**src/hw/rtl/hsvp_pkg.sv**
```systemverilog
package hsvp_pkg;

    localparam int HUE_FRAC_BITS = 4;

    localparam int HUE_W   = 13;
    localparam int SV_W    = 9;
    localparam int ALPHA_W = 8;
    localparam int WORD_W  = 32;
    localparam int BYTE_W  = 8;

    localparam int HUE_SECTOR = 60 << HUE_FRAC_BITS;
    localparam int HUE_FULL   = 360 << HUE_FRAC_BITS;

    // Full scale is 2^16 * HUE_SECTOR = 2^(18 + HUE_FRAC_BITS) * 15, and 255 / 15 = 17,
    // so each channel byte is (y * 17) >> SCALE_SHIFT with no rounding error.
    localparam int SCALE_SHIFT = 18 + HUE_FRAC_BITS;
    localparam int SCALE_MUL   = 17;

    localparam int T_W   = $clog2(HUE_SECTOR + 1);
    localparam int C16_W = 2 * SV_W - 1;
    localparam int Y_W   = $clog2(HUE_SECTOR * 65536 + 1);
    localparam int P_W   = Y_W + 5;
    localparam int Q_W   = P_W - SCALE_SHIFT;

    localparam logic [SV_W-1:0] SV_ONE = SV_W'(256);

    localparam int QUEUE_DEPTH = 2;
    localparam int QPTR_W      = (QUEUE_DEPTH > 1) ? $clog2(QUEUE_DEPTH) : 1;
    localparam int QCNT_W      = $clog2(QUEUE_DEPTH + 1);

    localparam logic [2:0] SEC_R_Y = 3'd0;
    localparam logic [2:0] SEC_Y_G = 3'd1;
    localparam logic [2:0] SEC_G_C = 3'd2;
    localparam logic [2:0] SEC_C_B = 3'd3;
    localparam logic [2:0] SEC_B_M = 3'd4;
    localparam logic [2:0] SEC_M_R = 3'd5;

    typedef struct packed {
        logic [2:0]         sector;
        logic [T_W-1:0]     t;
        logic [C16_W-1:0]   c16;
        logic [SV_W-1:0]    v;
        logic [ALPHA_W-1:0] alpha;
    } t_cls;

endpackage

```
**src/hw/rtl/hsvp_in_if.sv**
```systemverilog
interface hsvp_in_if;
    logic                          valid;
    logic                          ready;
    logic [hsvp_pkg::HUE_W-1:0]    hue;
    logic [hsvp_pkg::SV_W-1:0]     saturation;
    logic [hsvp_pkg::SV_W-1:0]     brightness;
    logic [hsvp_pkg::ALPHA_W-1:0]  alpha_in;

    modport source (output valid, output hue, output saturation, output brightness,
                    output alpha_in, input ready);
    modport sink (input valid, input hue, input saturation, input brightness,
                  input alpha_in, output ready);
endinterface

```
**src/hw/rtl/hsvp_out_if.sv**
```systemverilog
interface hsvp_out_if;
    logic                         valid;
    logic                         ready;
    logic [hsvp_pkg::WORD_W-1:0]  abgr_word;

    modport source (output valid, output abgr_word, input ready);
    modport sink (input valid, input abgr_word, output ready);
endinterface

```
**src/hw/rtl/hsvp_front.sv**
```systemverilog
module hsvp_front (
    input  logic           i_clk,
    input  logic           i_rst_n,
    hsvp_in_if.sink        i_in,
    output logic           o_valid,
    input  logic           i_ready,
    output hsvp_pkg::t_cls o_cls
);
    import hsvp_pkg::*;

    logic             r_valid;
    t_cls             r_cls;
    t_cls             n_cls;
    logic             w_take;
    logic [HUE_W-1:0] w_h;
    logic [SV_W-1:0]  w_s;
    logic [SV_W-1:0]  w_v;
    logic [2:0]       w_sec;
    logic [T_W-1:0]   w_f;

    assign i_in.ready = !r_valid || i_ready;
    assign w_take     = i_in.valid && i_in.ready;

    always_comb begin
        w_s = (i_in.saturation > SV_ONE) ? SV_ONE : i_in.saturation;
        w_v = (i_in.brightness > SV_ONE) ? SV_ONE : i_in.brightness;

        if (int'(i_in.hue) >= HUE_FULL) begin
            w_h = HUE_W'(int'(i_in.hue) - HUE_FULL);
        end else begin
            w_h = i_in.hue;
        end

        priority if (int'(w_h) >= 5 * HUE_SECTOR) begin
            w_sec = SEC_M_R;
            w_f   = T_W'(int'(w_h) - 5 * HUE_SECTOR);
        end else if (int'(w_h) >= 4 * HUE_SECTOR) begin
            w_sec = SEC_B_M;
            w_f   = T_W'(int'(w_h) - 4 * HUE_SECTOR);
        end else if (int'(w_h) >= 3 * HUE_SECTOR) begin
            w_sec = SEC_C_B;
            w_f   = T_W'(int'(w_h) - 3 * HUE_SECTOR);
        end else if (int'(w_h) >= 2 * HUE_SECTOR) begin
            w_sec = SEC_G_C;
            w_f   = T_W'(int'(w_h) - 2 * HUE_SECTOR);
        end else if (int'(w_h) >= HUE_SECTOR) begin
            w_sec = SEC_Y_G;
            w_f   = T_W'(int'(w_h) - HUE_SECTOR);
        end else begin
            w_sec = SEC_R_Y;
            w_f   = T_W'(w_h);
        end

        n_cls.sector = w_sec;
        n_cls.t      = w_sec[0] ? (T_W'(HUE_SECTOR) - w_f) : w_f;
        n_cls.c16    = C16_W'(w_s) * C16_W'(w_v);
        n_cls.v      = w_v;
        n_cls.alpha  = i_in.alpha_in;
    end

    always_ff @(posedge i_clk) begin
        if (!i_rst_n) begin
            r_valid <= 1'b0;
        end else if (i_in.ready) begin
            r_valid <= i_in.valid;
        end
    end

    always_ff @(posedge i_clk) begin
        if (w_take) begin
            r_cls <= n_cls;
        end
    end

    assign o_valid = r_valid;
    assign o_cls   = r_cls;
endmodule

```
**src/hw/rtl/hsvp_queue.sv**
```systemverilog
module hsvp_queue (
    input  logic           i_clk,
    input  logic           i_rst_n,
    input  logic           i_valid,
    output logic           o_ready,
    input  hsvp_pkg::t_cls i_data,
    output logic           o_valid,
    input  logic           i_ready,
    output hsvp_pkg::t_cls o_data
);
    import hsvp_pkg::*;

    t_cls              r_mem [QUEUE_DEPTH];
    logic [QPTR_W-1:0] r_wr;
    logic [QPTR_W-1:0] r_rd;
    logic [QCNT_W-1:0] r_count;
    logic              w_push;
    logic              w_pop;

    assign o_ready = (r_count != QCNT_W'(QUEUE_DEPTH));
    assign o_valid = (r_count != '0);
    assign w_push  = i_valid && o_ready;
    assign w_pop   = o_valid && i_ready;
    assign o_data  = r_mem[r_rd];

    always_ff @(posedge i_clk) begin
        if (!i_rst_n) begin
            r_wr    <= '0;
            r_rd    <= '0;
            r_count <= '0;
        end else begin
            if (w_push) begin
                r_wr <= (r_wr == QPTR_W'(QUEUE_DEPTH - 1)) ? '0 : r_wr + 1'b1;
            end
            if (w_pop) begin
                r_rd <= (r_rd == QPTR_W'(QUEUE_DEPTH - 1)) ? '0 : r_rd + 1'b1;
            end
            if (w_push && !w_pop) begin
                r_count <= r_count + 1'b1;
            end else if (w_pop && !w_push) begin
                r_count <= r_count - 1'b1;
            end
        end
    end

    always_ff @(posedge i_clk) begin
        if (w_push) begin
            r_mem[r_wr] <= i_data;
        end
    end

    a_count_bound: assert property (@(posedge i_clk) disable iff (!i_rst_n)
        r_count <= QCNT_W'(QUEUE_DEPTH))
        else $error("Queue count exceeds its depth.");

    a_count_up: assert property (@(posedge i_clk) disable iff (!i_rst_n)
        (w_push && !w_pop) |=> (r_count == $past(r_count) + 1'b1))
        else $error("Queue count missed a transfer in.");

    a_empty_ptrs: assert property (@(posedge i_clk) disable iff (!i_rst_n)
        (r_count == '0) |-> (r_wr == r_rd))
        else $error("Queue pointers disagree while empty.");
endmodule

```
**src/hw/rtl/hsvp_back.sv**
```systemverilog
module hsvp_back (
    input  logic           i_clk,
    input  logic           i_rst_n,
    input  logic           i_valid,
    output logic           o_ready,
    input  hsvp_pkg::t_cls i_cls,
    hsvp_out_if.source     o_out
);
    import hsvp_pkg::*;

    logic                   r_v1;
    logic [Y_W-1:0]         r_yc;
    logic [Y_W-1:0]         r_yx;
    logic [Y_W-1:0]         r_y0;
    logic [2:0]             r_sec;
    logic [ALPHA_W-1:0]     r_alpha;
    logic                   r_v2;
    logic [WORD_W-1:0]      r_word;
    logic [WORD_W-1:0]      n_word;
    logic                   w_adv1;
    logic                   w_adv2;
    logic [C16_W-1:0]       w_m;
    logic [C16_W+T_W-1:0]   w_ct;
    logic [Y_W-1:0]         w_mo;
    logic [BYTE_W-1:0]      w_bc;
    logic [BYTE_W-1:0]      w_bx;
    logic [BYTE_W-1:0]      w_b0;
    logic [BYTE_W-1:0]      w_r;
    logic [BYTE_W-1:0]      w_g;
    logic [BYTE_W-1:0]      w_b;

    function automatic logic [BYTE_W-1:0] to_byte(input logic [Y_W-1:0] y);
        logic [P_W-1:0] p;
        logic [Q_W-1:0] q;
        p = P_W'(y) * P_W'(SCALE_MUL);
        q = Q_W'(p >> SCALE_SHIFT);
        return (q > Q_W'(255)) ? BYTE_W'(255) : BYTE_W'(q);
    endfunction

    assign w_adv2  = !r_v2 || o_out.ready;
    assign w_adv1  = !r_v1 || w_adv2;
    assign o_ready = w_adv1;

    assign w_m  = (C16_W'(i_cls.v) << 8) - i_cls.c16;
    assign w_ct = (C16_W+T_W)'(i_cls.c16) * (C16_W+T_W)'(i_cls.t);
    assign w_mo = Y_W'(w_m) * Y_W'(HUE_SECTOR);

    always_ff @(posedge i_clk) begin
        if (!i_rst_n) begin
            r_v1 <= 1'b0;
            r_v2 <= 1'b0;
        end else begin
            if (w_adv1) begin
                r_v1 <= i_valid;
            end
            if (w_adv2) begin
                r_v2 <= r_v1;
            end
        end
    end

    always_ff @(posedge i_clk) begin
        if (w_adv1 && i_valid) begin
            r_yc    <= Y_W'(i_cls.v) * Y_W'(HUE_SECTOR * 256);
            r_yx    <= Y_W'(w_ct) + w_mo;
            r_y0    <= w_mo;
            r_sec   <= i_cls.sector;
            r_alpha <= i_cls.alpha;
        end
    end

    always_comb begin
        w_bc = to_byte(r_yc);
        w_bx = to_byte(r_yx);
        w_b0 = to_byte(r_y0);
        unique case (r_sec)
            SEC_R_Y: begin w_r = w_bc; w_g = w_bx; w_b = w_b0; end
            SEC_Y_G: begin w_r = w_bx; w_g = w_bc; w_b = w_b0; end
            SEC_G_C: begin w_r = w_b0; w_g = w_bc; w_b = w_bx; end
            SEC_C_B: begin w_r = w_b0; w_g = w_bx; w_b = w_bc; end
            SEC_B_M: begin w_r = w_bx; w_g = w_b0; w_b = w_bc; end
            default: begin w_r = w_bc; w_g = w_b0; w_b = w_bx; end
        endcase
        n_word = {r_alpha, w_b, w_g, w_r};
    end

    always_ff @(posedge i_clk) begin
        if (w_adv2 && r_v1) begin
            r_word <= n_word;
        end
    end

    assign o_out.valid     = r_v2;
    assign o_out.abgr_word = r_word;
endmodule

```
**src/hw/rtl/hsv_to_rgb_pack_core.sv**
```systemverilog
// Converts one HSV color plus an alpha byte into a packed 32-bit ABGR word.
// Input channel i_in carries hue in sixteenths of a degree, saturation and
// brightness in Q1.8 where 256 is full scale, and the alpha byte; a transfer
// happens on a rising edge with valid and ready both high. Output channel
// o_out carries abgr_word with alpha in 31..24, blue, green and red below.
// A hue at or above 360 degrees wraps once, and levels above 256 clip to 256.
// The front stage reduces the hue, finds the sector and forms s*v; a
// two-entry queue then feeds a two-stage back end that forms the channel
// levels and the packed word in an output register.
// An input transfer passes the front register, the queue, the back-end stage
// register and the output register before valid on o_out, and the block
// takes one color every cycle while o_out is not stalled.
// When the receiver holds ready low, the output word holds, the back end and
// the queue fill, and i_in.ready drops only once all stages are full.
// Synchronous reset empties every stage and the queue; no output is valid
// until a new color has passed through.
module hsv_to_rgb_pack_core (
    input  logic        i_clk,
    input  logic        i_rst_n,
    hsvp_in_if.sink     i_in,
    hsvp_out_if.source  o_out
);
    import hsvp_pkg::*;

    logic w_f_valid;
    logic w_f_ready;
    t_cls w_f_cls;
    logic w_q_valid;
    logic w_q_ready;
    t_cls w_q_cls;

    hsvp_front u_front (
        .i_clk   (i_clk),
        .i_rst_n (i_rst_n),
        .i_in    (i_in),
        .o_valid (w_f_valid),
        .i_ready (w_f_ready),
        .o_cls   (w_f_cls)
    );

    hsvp_queue u_queue (
        .i_clk   (i_clk),
        .i_rst_n (i_rst_n),
        .i_valid (w_f_valid),
        .o_ready (w_f_ready),
        .i_data  (w_f_cls),
        .o_valid (w_q_valid),
        .i_ready (w_q_ready),
        .o_data  (w_q_cls)
    );

    hsvp_back u_back (
        .i_clk   (i_clk),
        .i_rst_n (i_rst_n),
        .i_valid (w_q_valid),
        .o_ready (w_q_ready),
        .i_cls   (w_q_cls),
        .o_out   (o_out)
    );
endmodule
```
**src/flat_wrapper.sv**
```systemverilog
// flat-port wrapper written by rule: the top's interface ports become plain ports
module hsv_to_rgb_pack_core_flat import hsvp_pkg::*;
  (i_clk, i_rst_n, i_in_valid, i_in_hue, i_in_saturation, i_in_brightness, i_in_alpha_in, i_in_ready, o_out_valid, o_out_abgr_word, o_out_ready);
  hsvp_in_if i_in_i ();
  hsvp_out_if o_out_i ();
  input  logic i_clk;
  input  logic i_rst_n;
  input wire logic [$bits(i_in_i.valid)-1:0] i_in_valid;
  input wire logic [$bits(i_in_i.hue)-1:0] i_in_hue;
  input wire logic [$bits(i_in_i.saturation)-1:0] i_in_saturation;
  input wire logic [$bits(i_in_i.brightness)-1:0] i_in_brightness;
  input wire logic [$bits(i_in_i.alpha_in)-1:0] i_in_alpha_in;
  output wire logic [$bits(i_in_i.ready)-1:0] i_in_ready;
  output wire logic [$bits(o_out_i.valid)-1:0] o_out_valid;
  output wire logic [$bits(o_out_i.abgr_word)-1:0] o_out_abgr_word;
  input wire logic [$bits(o_out_i.ready)-1:0] o_out_ready;
  assign i_in_i.valid = i_in_valid;
  assign i_in_i.hue = i_in_hue;
  assign i_in_i.saturation = i_in_saturation;
  assign i_in_i.brightness = i_in_brightness;
  assign i_in_i.alpha_in = i_in_alpha_in;
  assign i_in_ready = i_in_i.ready;
  assign o_out_valid = o_out_i.valid;
  assign o_out_abgr_word = o_out_i.abgr_word;
  assign o_out_i.ready = o_out_ready;
  hsv_to_rgb_pack_core u_core (.i_clk(i_clk), .i_rst_n(i_rst_n), .i_in(i_in_i), .o_out(o_out_i));
endmodule
```
**config.mk**
```make
export PLATFORM = sky130hd
export DESIGN_NAME = hsv_to_rgb_pack_core_flat
export DESIGN_NICKNAME = d
export VERILOG_FILES = /design/src/hw/rtl/hsvp_pkg.sv /design/src/hw/rtl/hsvp_in_if.sv /design/src/hw/rtl/hsvp_out_if.sv /design/src/hw/rtl/hsvp_front.sv /design/src/hw/rtl/hsvp_queue.sv /design/src/hw/rtl/hsvp_back.sv /design/src/hw/rtl/hsv_to_rgb_pack_core.sv /design/src/flat_wrapper.sv
export SDC_FILE = /design/constraint.sdc
export NUM_CORES = 1
export LEC_CHECK = 0
export ABC_CLOCK_PERIOD_IN_PS = 10000
export BUFFER_PORTS_ARGS = -buffer_cell sky130_fd_sc_hd__buf_2
export CAP_MARGIN = 0
export CORE_MARGIN = 4
export CORE_UTILIZATION = 45
export CTS_BUF_LIST = sky130_fd_sc_hd__clkbuf_4 sky130_fd_sc_hd__clkbuf_8 sky130_fd_sc_hd__clkbuf_16
export DETAILED_ROUTE_END_ITERATION = 8
export GPL_TIMING_DRIVEN = 0
export SYNTH_ARGS = -nofsm -noshare
export SYNTH_HDL_FRONTEND = slang
export SYNTH_SLANG_ARGS = --single-unit
```
**constraint.sdc**
```tcl
create_clock -name i_clk -period 10 [get_ports i_clk]
set_input_delay 1.5 -clock i_clk [delete_from_list [all_inputs] [get_ports i_clk]]
set_output_delay 1.5 -clock i_clk [all_outputs]
set_load 0.1 [all_outputs]
```
# Yosys cells after proc, flatten, opt, wreduce, memory -nomap -nowiden
# Memories as Yosys holds them, arrays and structs flattened. A register that Yosys moved wholly into a read port is not among the register bits.
# Cells that the tools add are included.
[totals]
register_bits = 155
mem_bits_rw = 94
memories = 1
[memory_table]
columns = ["name", "words", "width", "read_ports", "rd_clocked_by_memory_dff", "wr", "line_no", "source"]
rows = [
  ["u_core.u_queue.r_mem", 2, 47, 1, 1, 1, "hsvp_queue.sv:13", "t_cls r_mem [QUEUE_DEPTH];"],
]
[classes]
add_sub_neg = 13
mul = 7
order_cmp = 11
n_eq_ne = 5
n_mux = 28
n_reduce_logical = 24
[ops]
columns = ["op", "count"]
rows = [
  ["10-bit 2-to-1 mux", 6],
  ["10-bit subtractor, second input constant", 5],
  ["8-bit case mux with 2 select lines", 3],
  ["26-bit by 5-bit multiplier with 31-bit output, second input constant", 1],
  ["9-bit by 8-bit greater-than comparator with 1-bit output, second input constant", 3],
  ["26-bit adder", 1],
  ["13-bit by 12-bit >= comparator with 1-bit output, second input constant", 2],
  ["13-bit >= comparator, second input constant", 2],
  ["17-bit by 10-bit multiplier with 26-bit output", 1],
  ["20-bit by 5-bit multiplier with 25-bit output, second input constant", 1],
  ["8-bit 2-to-1 mux", 3],
  ["17-bit by 4-bit multiplier with 20-bit output, second input constant", 1],
  ["9-bit greater-than comparator, second input constant", 2],
  ["9-bit 2-to-1 mux", 2],
  ["12-bit by 5-bit multiplier with 17-bit output, second input constant", 1],
  ["9-bit by 9-bit multiplier with 17-bit output", 1],
  ["17-bit subtractor", 1],
  ["2-bit OR reduction", 7],
  ["13-bit by 10-bit >= comparator with 1-bit output, second input constant", 1],
  ["13-bit by 11-bit >= comparator with 1-bit output, second input constant", 1],
  ["13-bit 2-to-1 mux", 1],
  ["13-bit subtractor, second input constant", 1],
  ["9-bit by 4-bit multiplier with 12-bit output, second input constant", 1],
  ["10-bit subtractor, first input constant", 1],
  ["other kinds (14)", 39],
]

# Depth between registers and ports, before layout
# Gate-level depths: netlist of the first run.
[logic_depth]
ltp_word = 10
depth_mapped = 37
mapped_depth_nobuf = 34

# By module
# From an unflattened synthesis of the first run, not the netlist that was laid out.
[hier_totals]
hier_cells = 2180
hier_area_um2 = 23258.6
[by_module_without_submodules]
columns = ["module", "n_inst", "cells_each", "area_each_um2", "seq_area_each_um2"]
rows = [
  ["hsvp_back", 1, 1480, 14535.2, 3072.9],
  ["hsvp_front", 1, 530, 5084.9, 1431.4],
  ["hsvp_queue", 1, 170, 3638.5, 2922.8],
]

# Worst setup path after synthesis of the first run
# No wires, ideal clock.
[synth_timing]
kind = "reg2reg"
start = "register with a tool-made name"
end = "register u_core.u_back.r_yx[25] (data pin)"
setup_time_ps = 263
t_arrival_ps = 7835
setup_slack_ps = 1902
path_stages_with_launch = 34
cell_sequence = "dfxtp_1 > buf_4 > buf_2 > buf_1 > buf_1 > mux2_2 > ha_1 > nand2_1 > nor2_1 > o21a_1 > nor2_1 > inv_1 > fa_1 > fa_1 > inv_1 > ha_1 > a21oi_1 > nand2_1 > o21ai_0 > a21o_1 > nand2b_1 > xor2_1 > ha_1 > inv_1 > fa_1 > fa_1 > inv_1 > ha_1 > o21a_1 > o21ai_0 > nor3_1 > a2111o_1 > a21oi_1 > xor2_1"
[synth_lines]
columns = ["element", "line_no", "source"]
rows = [
  ["to (signal assigned)", "hsvp_back.sv:65", "r_yx <= Y_W'(w_ct) + w_mo;"],
  ["to (decl)", "hsvp_back.sv:13", "logic [Y_W-1:0] r_yx;"],
]

==> metrics, run 1 <==
CTS tree=built; GP Congestion=0.906; commonest non-fill, non-tap cell in the layout=inv_1; die area=0.0546 sq mm; fraction of registers with async set or reset after synthesis=0; Top FF cell, synth=edfxtp_1; DR vias/cell=5.22; Initial DRT Pass Iterations=5; Max-Cap Viols=0; Clk pin slew, worst setup/hold paths=60 ps; flops & latches, synth=250; Fill cells=4613; WL per Instance=17.3 microns; max-slew violation count=0; Cell Area, Synth=0.0229 sq mm; Clock Path Buffers=3; IO Port Bufs=74; Final Skew=25.1 ps; CP Max Fanout=10; root buf cell=clkbuf_16; Die Span X=234 microns; detailed placer's ending HPWL=41.9 mm; vias=15500; largest net degree at the start of global routing=70; Worst setup EP type=flop; Post-DRT Antenna Nets=0; most frequent cells in the layout=inv_1 (336), edfxtp_1 (242), ha_1 (238); utilization after layout=0.502; mean post-synth cell area=10.6 sq um; DR DRC count=0; Sink Count=250; initial antenna violation count=0; dpl cell area=0.0243 sq mm; Die Y=234 microns; vias in the first global route=16200; RSZ-0062 raised after global routing=no; delay-heaviest family, CP=adder cells; Startpoint Class=flop; fraction of final layout cells sized beyond drive strength 1=0.0950; Mapped Cells=2168; GRT overflow=0; WP buf/inv=8; fmax=0.107 GHz; Final period util=0.934; setup TNS=0 ps; Slew Limit Headroom=0.252; cts bufs inserted=27; min Tclk post-route=9340 ps; # IOs=77; Crit path arrival time=9740 ps; WP data required=10400 ps; critical path's largest stage delay=640 ps; clock latency on the worst-skew pair=570 ps; slew at the pin closest to its max-slew limit=1090 ps; Rows=82; sequential area share after synthesis=0.324; Warnings, synthesis=0; initial core utilization=0.456; Final Cell Area=0.0252 sq mm; Post-Syn Nets=2676; WL final=51.4 mm; worst min path class=flop to flop; hold_buf cts=0; slowest CP cell=buf_1; nets=2784; Final WS setup=659 ps; Core Region=0.0503 sq mm; Area Overhead vs Synth=10.0%; H-tree depth=1; Iter 0 DRT Violations=766; first-pass GRT wire length=84.3 mm; Final setup viols=0; GRT Total Usage=0.192; Antenna Cells=0; outcome=complete, no violations; Fin. Hold Viols=0; synth unique cells=89; Crit Path Class=flop to flop; Post-Place Worst Slack=390 ps; EDFF count, synth=242
[what timing repair did]
action / CTS / global route
setup buffers: 0 / 0
setup endpoints to repair: 0 / 1
gates resized for setup: 0 / 4
[metrics by stage]
step           hold WS (ps)  cells
2_1_floorplan           400   2168
3_3_place_gp            401   2914
3_5_place_dp            405   2919
4_1_cts                 418   2966
5_1_grt                 416   2966
6_report                417   2966
[path summary, 6_finish.rpt]
check / depth (start not counted) / slack, ps / end / start
min reg2reg: 0 / 420 / u_core.u_back.o_out.abgr_word[28] / u_core.u_back.r_alpha[4]
min: 0 / 420 / u_core.u_back.o_out.abgr_word[28] / u_core.u_back.r_alpha[4]
max reg2reg: 33 / 660 / u_core.u_back.r_yx[25] / flop
max: 33 / 660 / u_core.u_back.r_yx[25] / flop
[cell usage after synthesis (all sizes together), types with 5 or more instances]
library cell  number  area (sq um)
ha               238          2980
a21oi             73           369
nor2b             30           188
o211ai             9          72.6
a21o              31           233
a221oi            10          87.6
o41ai              6          82.6
nand2b            33           206
or3                9          56.3
nand4              6          37.5
o21a              17           128
a31o               5          43.8
a21boi             9          71.3
o21bai            14           105
nor3              21           105
or2                7          43.8
dfxtp              8           160
edfxtp           242          7270
nand3             23           115
a221o              5          50.1
o21ai             68           348
buf               11          57.6
a31oi              9          77.6
mux2i             25           250
inv              338          1270
nor2             172           653
o22ai              8          62.6
xor2              32           280
xnor2             79           692
clkbuf            32           121
nand2            221           830
and2              23           144
mux2              44           495
fa               227          4540
a211oi             5          37.5
and3               7          43.8
[area by class of cell]
cell class	instances	area, sq um	area share
clock inverters	9	185	0.00734
inverters	342	1290	0.0510
well taps	672	841	0.0333
repair buffers	79	478	0.0189
plain buffers	43	180	0.00714
flip-flops and latches	250	7430	0.294
clock buffers	38	764	0.0303
multi-input cells	1533	14100	0.558
[flip-flops by register name, summed over array words and instances (netlist names), named ones only]
name	count
u_core.u_back.r_alpha	8
u_core.u_queue.r_count	2
u_core.u_queue.r_mem	94
u_core.u_front.o_valid	1
u_core.u_back.r_yx	26
u_core.u_back.r_v1	1
u_core.u_front.o_cls	47
u_core.u_queue.r_wr	1
u_core.u_queue.r_rd	1
u_core.u_back.r_y0	20
u_core.u_back.r_sec	3
u_core.u_back.r_yc	12
u_core.u_back.o_out.valid	1
u_core.u_back.o_out.abgr_word	32
[cells by family after synthesis]
| kind of cell | after synthesis | share of synthesized area |
|---|---|---|
| AND/OR/NAND/NOR | 572 | 0.113 |
| adder cells (fa/ha/maj) | 465 | 0.328 |
| buffers and inverters | 385 | 0.0638 |
| AO/OA/AOI/OAI | 316 | 0.0967 |
| flip-flops | 250 | 0.324 |
| XOR/XNOR | 111 | 0.0424 |
| multiplexers | 69 | 0.0325 |
[layer usage]
metal  GRT usage  wire length [microns]
met4      0.0548                   1540
met3      0.0256                   2190
met1       0.249                  22500
met5           0                      0
met2       0.336                  25200
[worst reg2reg max path: cells and delay by family (launching register included)]
family	cells	cell delay (ps)
xor+xnor	2	400
simple gates	6	650
fa+ha+maj	8	3300
flops	1	390
mux	1	490
buf+inv	8	1940
compound gates	8	2020
Power of run 1 is left out: the tool's default activity adds up to more than one toggle a clock period on the data nets, which glitch-free logic cannot reach.
==> run 2: changes to the inputs <==
--- a/config.mk
+++ b/config.mk
@@ -8,6 +8,7 @@
 export ABC_CLOCK_PERIOD_IN_PS = 10000
 export BUFFER_PORTS_ARGS = -buffer_cell sky130_fd_sc_hd__buf_2
 export CAP_MARGIN = 0
+export CORE_ASPECT_RATIO = 0.9
 export CORE_MARGIN = 4
 export CORE_UTILIZATION = 45
 export CTS_BUF_LIST = sky130_fd_sc_hd__clkbuf_4 sky130_fd_sc_hd__clkbuf_8 sky130_fd_sc_hd__clkbuf_16
==> run 2 against run 1 <==
Net effect:
- sequential share of layout area about the same
- wire length down 0.70%
- non-clock buffer count unchanged
- maximum frequency up 1.9%
- setup slack better by 170 ps
- first-iteration DRC count up 16%
==> metrics, run 2 (synthesized netlist as in run 1, its figures left out) <==
Fin. Hold Viols=0 (unchanged); H-tree depth=1 (unchanged); Rows=78 (-4.9%); Iter 0 DRT Violations=892 (+16%); die area=0.0546 sq mm (about the same); largest register by flop count=u_core.u_queue.r_mem; Sink Count=250 (unchanged); Slew Limit Headroom=0.268 (+0.0161); Worst setup EP type=flop; Final period util=0.917 (-0.0173); Final Skew=38.7 ps (+13.6 ps); WL final=51.1 mm (-0.70%); Levels on crit path=33 (unchanged); critical path's largest stage delay=580 ps (-60 ps); fraction of final layout cells sized beyond drive strength 1=0.0931 (-0.00195); outcome=complete, no violations; initial core utilization=0.455 (-0.00165); root buf cell=clkbuf_16; setup TNS=0 ps (unchanged); GRT Total Usage=0.188 (-0.00412); Crit path arrival time=9580 ps (-160 ps); max reg flops=94 (unchanged); Die Y=222 microns (-5.0%); Initial DRT Pass Iterations=7 (+2); WP buf/inv=8 (unchanged); # IOs=77 (unchanged); Antenna Cells=0 (unchanged); commonest non-fill, non-tap cell in the layout=inv_1; largest net degree at the start of global routing=70 (unchanged); Clock Path Buffers=3 (unchanged); RSZ-0062 raised after global routing=no; nets=2785 (+0.036%); Fill cells=4558 (-1.2%); Area Overhead vs Synth=10.0% (about the same); max-slew violation count=0 (unchanged); cts bufs inserted=28 (+3.7%); detailed placer's ending HPWL=41.6 mm (-0.73%); GRT overflow=0 (unchanged); Max-Cap Viols=0 (unchanged); Worst R2R Path Depth=33 (unchanged); slowest CP cell=buf_1; delay-heaviest family, CP=adder cells; Post-DRT Antenna Nets=0 (unchanged); Core Region=0.0505 sq mm (+0.36%); Clk pin slew, worst setup/hold paths=70 ps (about the same); IO Port Bufs=74 (unchanged); first-pass GRT wire length=83.5 mm (-1.0%); vias in the first global route=16200 (-0.17%); vias=15500 (+0.32%); hold path cells=0 (unchanged); most frequent cells in the layout=inv_1 (336), edfxtp_1 (242), ha_1 (238); CP Max Fanout=10 (unchanged); Die Span X=246 microns (+5.2%); hold_buf cts=0 (unchanged); min Tclk post-route=9170 ps (-173 ps); slew at the pin closest to its max-slew limit=1070 ps (-23.5 ps); Crit Path Class=flop to flop; fmax=0.109 GHz (+1.9%); worst min path class=flop to flop; Startpoint Class=flop; CTS tree=built; DR vias/cell=5.22 (-0.12%); initial antenna violation count=0 (unchanged); WP data required=10410 ps (about the same); GP Congestion=0.882 (-2.6%); Final setup viols=0 (unchanged); clock latency on the worst-skew pair=580 ps (about the same); DR DRC count=0 (unchanged); WL per Instance=17.1 microns (-1.1%)
==> run 2: changes by cell type in the layout (fill, tap and decap cells not counted), sizes merged <==
cell	previous run	this run
bufinv	5	3
clkbuf	71	63
clkinv	7	20
clkinvlp	0	2
==> run 2: worst register-to-register path: cells and delay by family (launching register included) <==
family | cells | cell delay, ps
adders and majority gates | 8 | 3320
xor gates and xnor gates | 2 | 430
muxes | 1 | 530
buffers and inverters | 8 | 1750
AOI/OAI and AO/OA | 8 | 2000
DFF | 1 | 360
and+or+nand+nor | 6 | 620
==> run 2: layout make-up <==
class / count / area, sq um / share of cell area
Clock inverter: 22 / 224 / 0.00888
Timing Repair Buffer: 79 / 478 / 0.0189
Buffer: 43 / 180 / 0.00714
Multi-Input combinational cell: 1533 / 14100 / 0.558
Clock buffer: 30 / 716 / 0.0284
Tap cell: 680 / 851 / 0.0337
Inverter: 342 / 1290 / 0.0510
Sequential cell: 250 / 7430 / 0.294
==> run 2: per-stage QoR <==
step / hold WS (ps) / instance area [sq um] / util / worst slack [ps] / std cells
floorplan: 400 / 22900 / - / 1900 / 2168
detailed placement: 413 / 24300 / 0.481 / 406 / 2927
CTS: 422 / 25200 / 0.500 / 421 / 2979
finish: 421 / 25200 / 0.500 / 833 / 2979
global route: 429 / 25200 / 0.500 / 67.4 / 2979
global placement: 403 / 24200 / 0.479 / 572 / 2922
==> run 2: repair_timing <==
action	4_1_cts	5_1_grt
gates resized for setup	0	3
buffers inserted	0	0
setup endpoints to repair	0	1
==> run 2: per-layer routing <==
| layer | global-route usage | wire (microns) | vias to the layer above | part of all wire |
|---|---|---|---|---|
| li1 | - | - | 7515 | - |
| met5 | 0 | 0 | - | 0 |
| met2 | 0.314 | 24100 | 333 | 0.47 |
| met3 | 0.0204 | 2080 | 77 | 0.041 |
| met4 | 0.0520 | 1390 | 0 | 0.027 |
| met1 | 0.261 | 23500 | 7613 | 0.46 |
==> run 2: final timing paths <==
path,from,end,slack [ps]
hold / removal,u_core.u_front.o_cls[9],u_core.u_queue.r_mem[0][9],420
hold reg to reg,u_core.u_front.o_cls[9],u_core.u_queue.r_mem[0][9],420
setup reg to reg,flop,u_core.u_back.r_yx[25],830
setup / recovery,flop,u_core.u_back.r_yx[25],830
Power of run 2 is left out for the same reason.
==> run 3: changes to the inputs <==
--- a/config.mk
+++ b/config.mk
@@ -5,6 +5,7 @@
 export SDC_FILE = /design/constraint.sdc
 export NUM_CORES = 1
 export LEC_CHECK = 0
+export ABC_AREA = 1
 export ABC_CLOCK_PERIOD_IN_PS = 10000
 export BUFFER_PORTS_ARGS = -buffer_cell sky130_fd_sc_hd__buf_2
 export CAP_MARGIN = 0
==> run 3 against run 2 <==
Net effect:
- clock skew shrank 3.7 ps
- first-iteration DRC count decreased by 9.4%
- wire length grew 1.1%
- utilization hardly changed
- die area about the same
- final area is 0.14% lower
- setup slack lost 24 ps
- critical path depth rose by 1
- critical path type unchanged
==> metrics, run 3 <==
Commonest cells post-synth=nand2_1 (511), inv_1 (436), edfxtp_1 (242); clock latency on the worst-skew pair=570 ps (about the same); Final period util=0.919 (+0.00239); Area contributors post-synth=edfxtp_1 (32%), fa_1 (20%), ha_1 (13%); hold_buf cts=0 (unchanged); vias=16100 (+3.7%); fmax=0.109 GHz (-0.26%); Post-DRT Antenna Nets=0 (unchanged); H-tree depth=1 (unchanged); Fin. Hold Viols=0 (unchanged); min Tclk post-route=9190 ps (+23.9 ps); worst min path class=flop to flop; max-slew violation count=0 (unchanged); IO Port Bufs=76 (+2.7%); Cell Area, Synth=0.0229 sq mm (about the same); Max-Cap Viols=0 (unchanged); Hold Crit Endpoint=u_core.u_back.o_out.abgr_word[28]; Startpoint Class=flop; Initial DRT Pass Iterations=5 (-2); Rows=78 (unchanged); register-to-register setup slack=810 ps (-20 ps); CTS tree=built; DR vias/cell=4.97 (-4.7%); hold path cells=0 (unchanged); DR DRC count=0 (unchanged); flops & latches, synth=250 (unchanged); Worst R2R Path Depth=34 (+3.0%); nets=3049 (+9.5%); detailed placer's ending HPWL=42.9 mm (+3.1%); slowest CP cell=nand2_1; synth unique cells=62 (-30%); RSZ-0062 raised after global routing=no; max reg flops=94 (unchanged); fraction of registers with async set or reset after synthesis=0 (unchanged); Worst setup EP type=flop; Die Span X=246 microns (about the same); Core Region=0.0504 sq mm (-0.19%); hold path startpoint=u_core.u_back.r_alpha[4]; largest area contributor in the netlist=edfxtp_1; vias in the first global route=17000 (+4.7%); initial antenna violation count=0 (unchanged); Die Y=222 microns (about the same); WL per Instance=15.9 microns (-7.1%); Area Overhead vs Synth=9.94% (about the same); mean post-synth cell area=9.42 sq um (-11%); cts bufs inserted=28 (unchanged); Clock Path Buffers=3 (unchanged); Slew Limit Headroom=0.165 (-0.102); Post-Syn Nets=2940 (+9.9%); GP Congestion=0.912 (+3.4%); critical path's largest stage delay=560 ps (-20 ps); Top FF cell, synth=edfxtp_1; reg2reg end=u_core.u_back.r_yx[23]; GRT overflow=0 (unchanged); Clk pin slew, worst setup/hold paths=60 ps (about the same); Yosys top cell area share=0.317 (about the same); Iter 0 DRT Violations=808 (-9.4%); largest register by flop count=u_core.u_queue.r_mem; Antenna Cells=0 (unchanged); Sink Count=250 (unchanged); slew at the pin closest to its max-slew limit=1240 ps (+171 ps); WP data required=10380 ps (-30 ps); Crit path arrival time=9570 ps (about the same); top-count cell post-synth=nand2_1; Warnings, synthesis=0 (unchanged); CP Max Fanout=28 (+18); outcome=complete, no violations; Crit Path Class=flop to flop; first-pass GRT wire length=87.1 mm (+4.3%); Mapped Cells=2432 (+12%); fraction of final layout cells sized beyond drive strength 1=0.0897 (-0.00335); setup TNS=0 ps (unchanged); Top cell by count, worst path=nand2_1; largest net degree at the start of global routing=70 (unchanged); commonest non-fill, non-tap cell in the layout=nand2_1; GRT Total Usage=0.195 (+0.00759); WL final=51.6 mm (+1.1%); Final Skew=35.0 ps (-3.66 ps); root buf cell=clkbuf_16; # IOs=77 (unchanged); EDFF count, synth=242 (unchanged); initial core utilization=0.455 (+0.000508); die area=0.0546 sq mm (about the same); most frequent cells in the layout=nand2_1 (511), inv_1 (434), edfxtp_1 (242); sequential area share after synthesis=0.324 (about the same); Final setup viols=0 (unchanged)
## run 3: cell types whose count changed after synthesis, sizes merged, moves of 22 or more
cell / delta
a21o: -23
a21oi: +49
inv: +114
mux2: -44
mux2i: -25
nand2: +305
nand2b: -33
nand3: +48
nor2: +22
nor2b: -30
o21ai: +32
xnor2: -45
xor2: +42
## run 3: cell families after synthesis
kind of cell | synth area share
xor gates and xnor gates | 0.0419
adders and majority gates | 0.328
buffers and inverters | 0.0799
DFF | 0.324
AOI/OAI and AO/OA | 0.0708
and+or+nand+nor | 0.155
## run 3: final cells by class
| type | count | area (sq um) |
|---|---|---|
| Timing Repair Buffer | 81 | 488 |
| Inverter | 456 | 1720 |
| Clock inverter | 20 | 185 |
| Buffer | 24 | 111 |
| Tap cell | 680 | 851 |
| Sequential cell | 250 | 7430 |
| Clock buffer | 32 | 731 |
| Fill cell | 4725 | 25200 |
| Multi-Input combinational cell | 1700 | 13700 |
## run 3: worst max-delay path: cells and delay by family, from the launching register on
kind,cells,cell delay (ps)
buffers and inverters,6,1120
XOR/XNOR,2,540
adder cells (fa/ha/maj),8,3400
AO/OA/AOI/OAI,6,1200
flip-flops,1,400
AND/OR/NAND/NOR,12,2290
## run 3: worst max-delay path by stage
stage               slack (ps)  start  depth (start not counted)                endpoint
CTS                         10   flop                         39  u_core.u_back.r_yx[25]
finish                     810   flop                         34  u_core.u_back.r_yx[23]
detailed placement          80   flop                         39  u_core.u_back.r_yx[25]
floorplan                 2100   flop                         39  u_core.u_back.r_yx[25]
global placement           220   flop                         39  u_core.u_back.r_yx[25]
global route                30   flop                         42  u_core.u_back.r_yx[25]
## run 3: through the flow
stage / instance area (sq um) / hold WS [ps] / utilization / setup slack, ps / instances
finish: 25200 / 417 / 0.500 / 809 / 3243
detailed placement: 24300 / 405 / 0.482 / 80.1 / 3193
CTS: 25200 / 418 / 0.500 / 11.4 / 3245
global route: 25200 / 421 / 0.500 / 31.1 / 3243
global placement: 24100 / 405 / 0.480 / 222 / 3188
floorplan: 22900 / 400 / - / 2100 / 2432
## run 3: per-layer routing
metal | routed length, microns | global-route usage
met2 | 24300 | 0.330
met5 | 0 | 0
met4 | 1350 | 0.0474
met3 | 2330 | 0.0268
met1 | 23600 | 0.268
## run 3: repair_timing
| item | CTS | global route |
|---|---|---|
| endpoints found under the setup margin | 0 | 2 |
| gates resized for setup | 0 | 4 |
| setup buffers | 0 | 0 |
Power of run 3 is left out for the same reason.
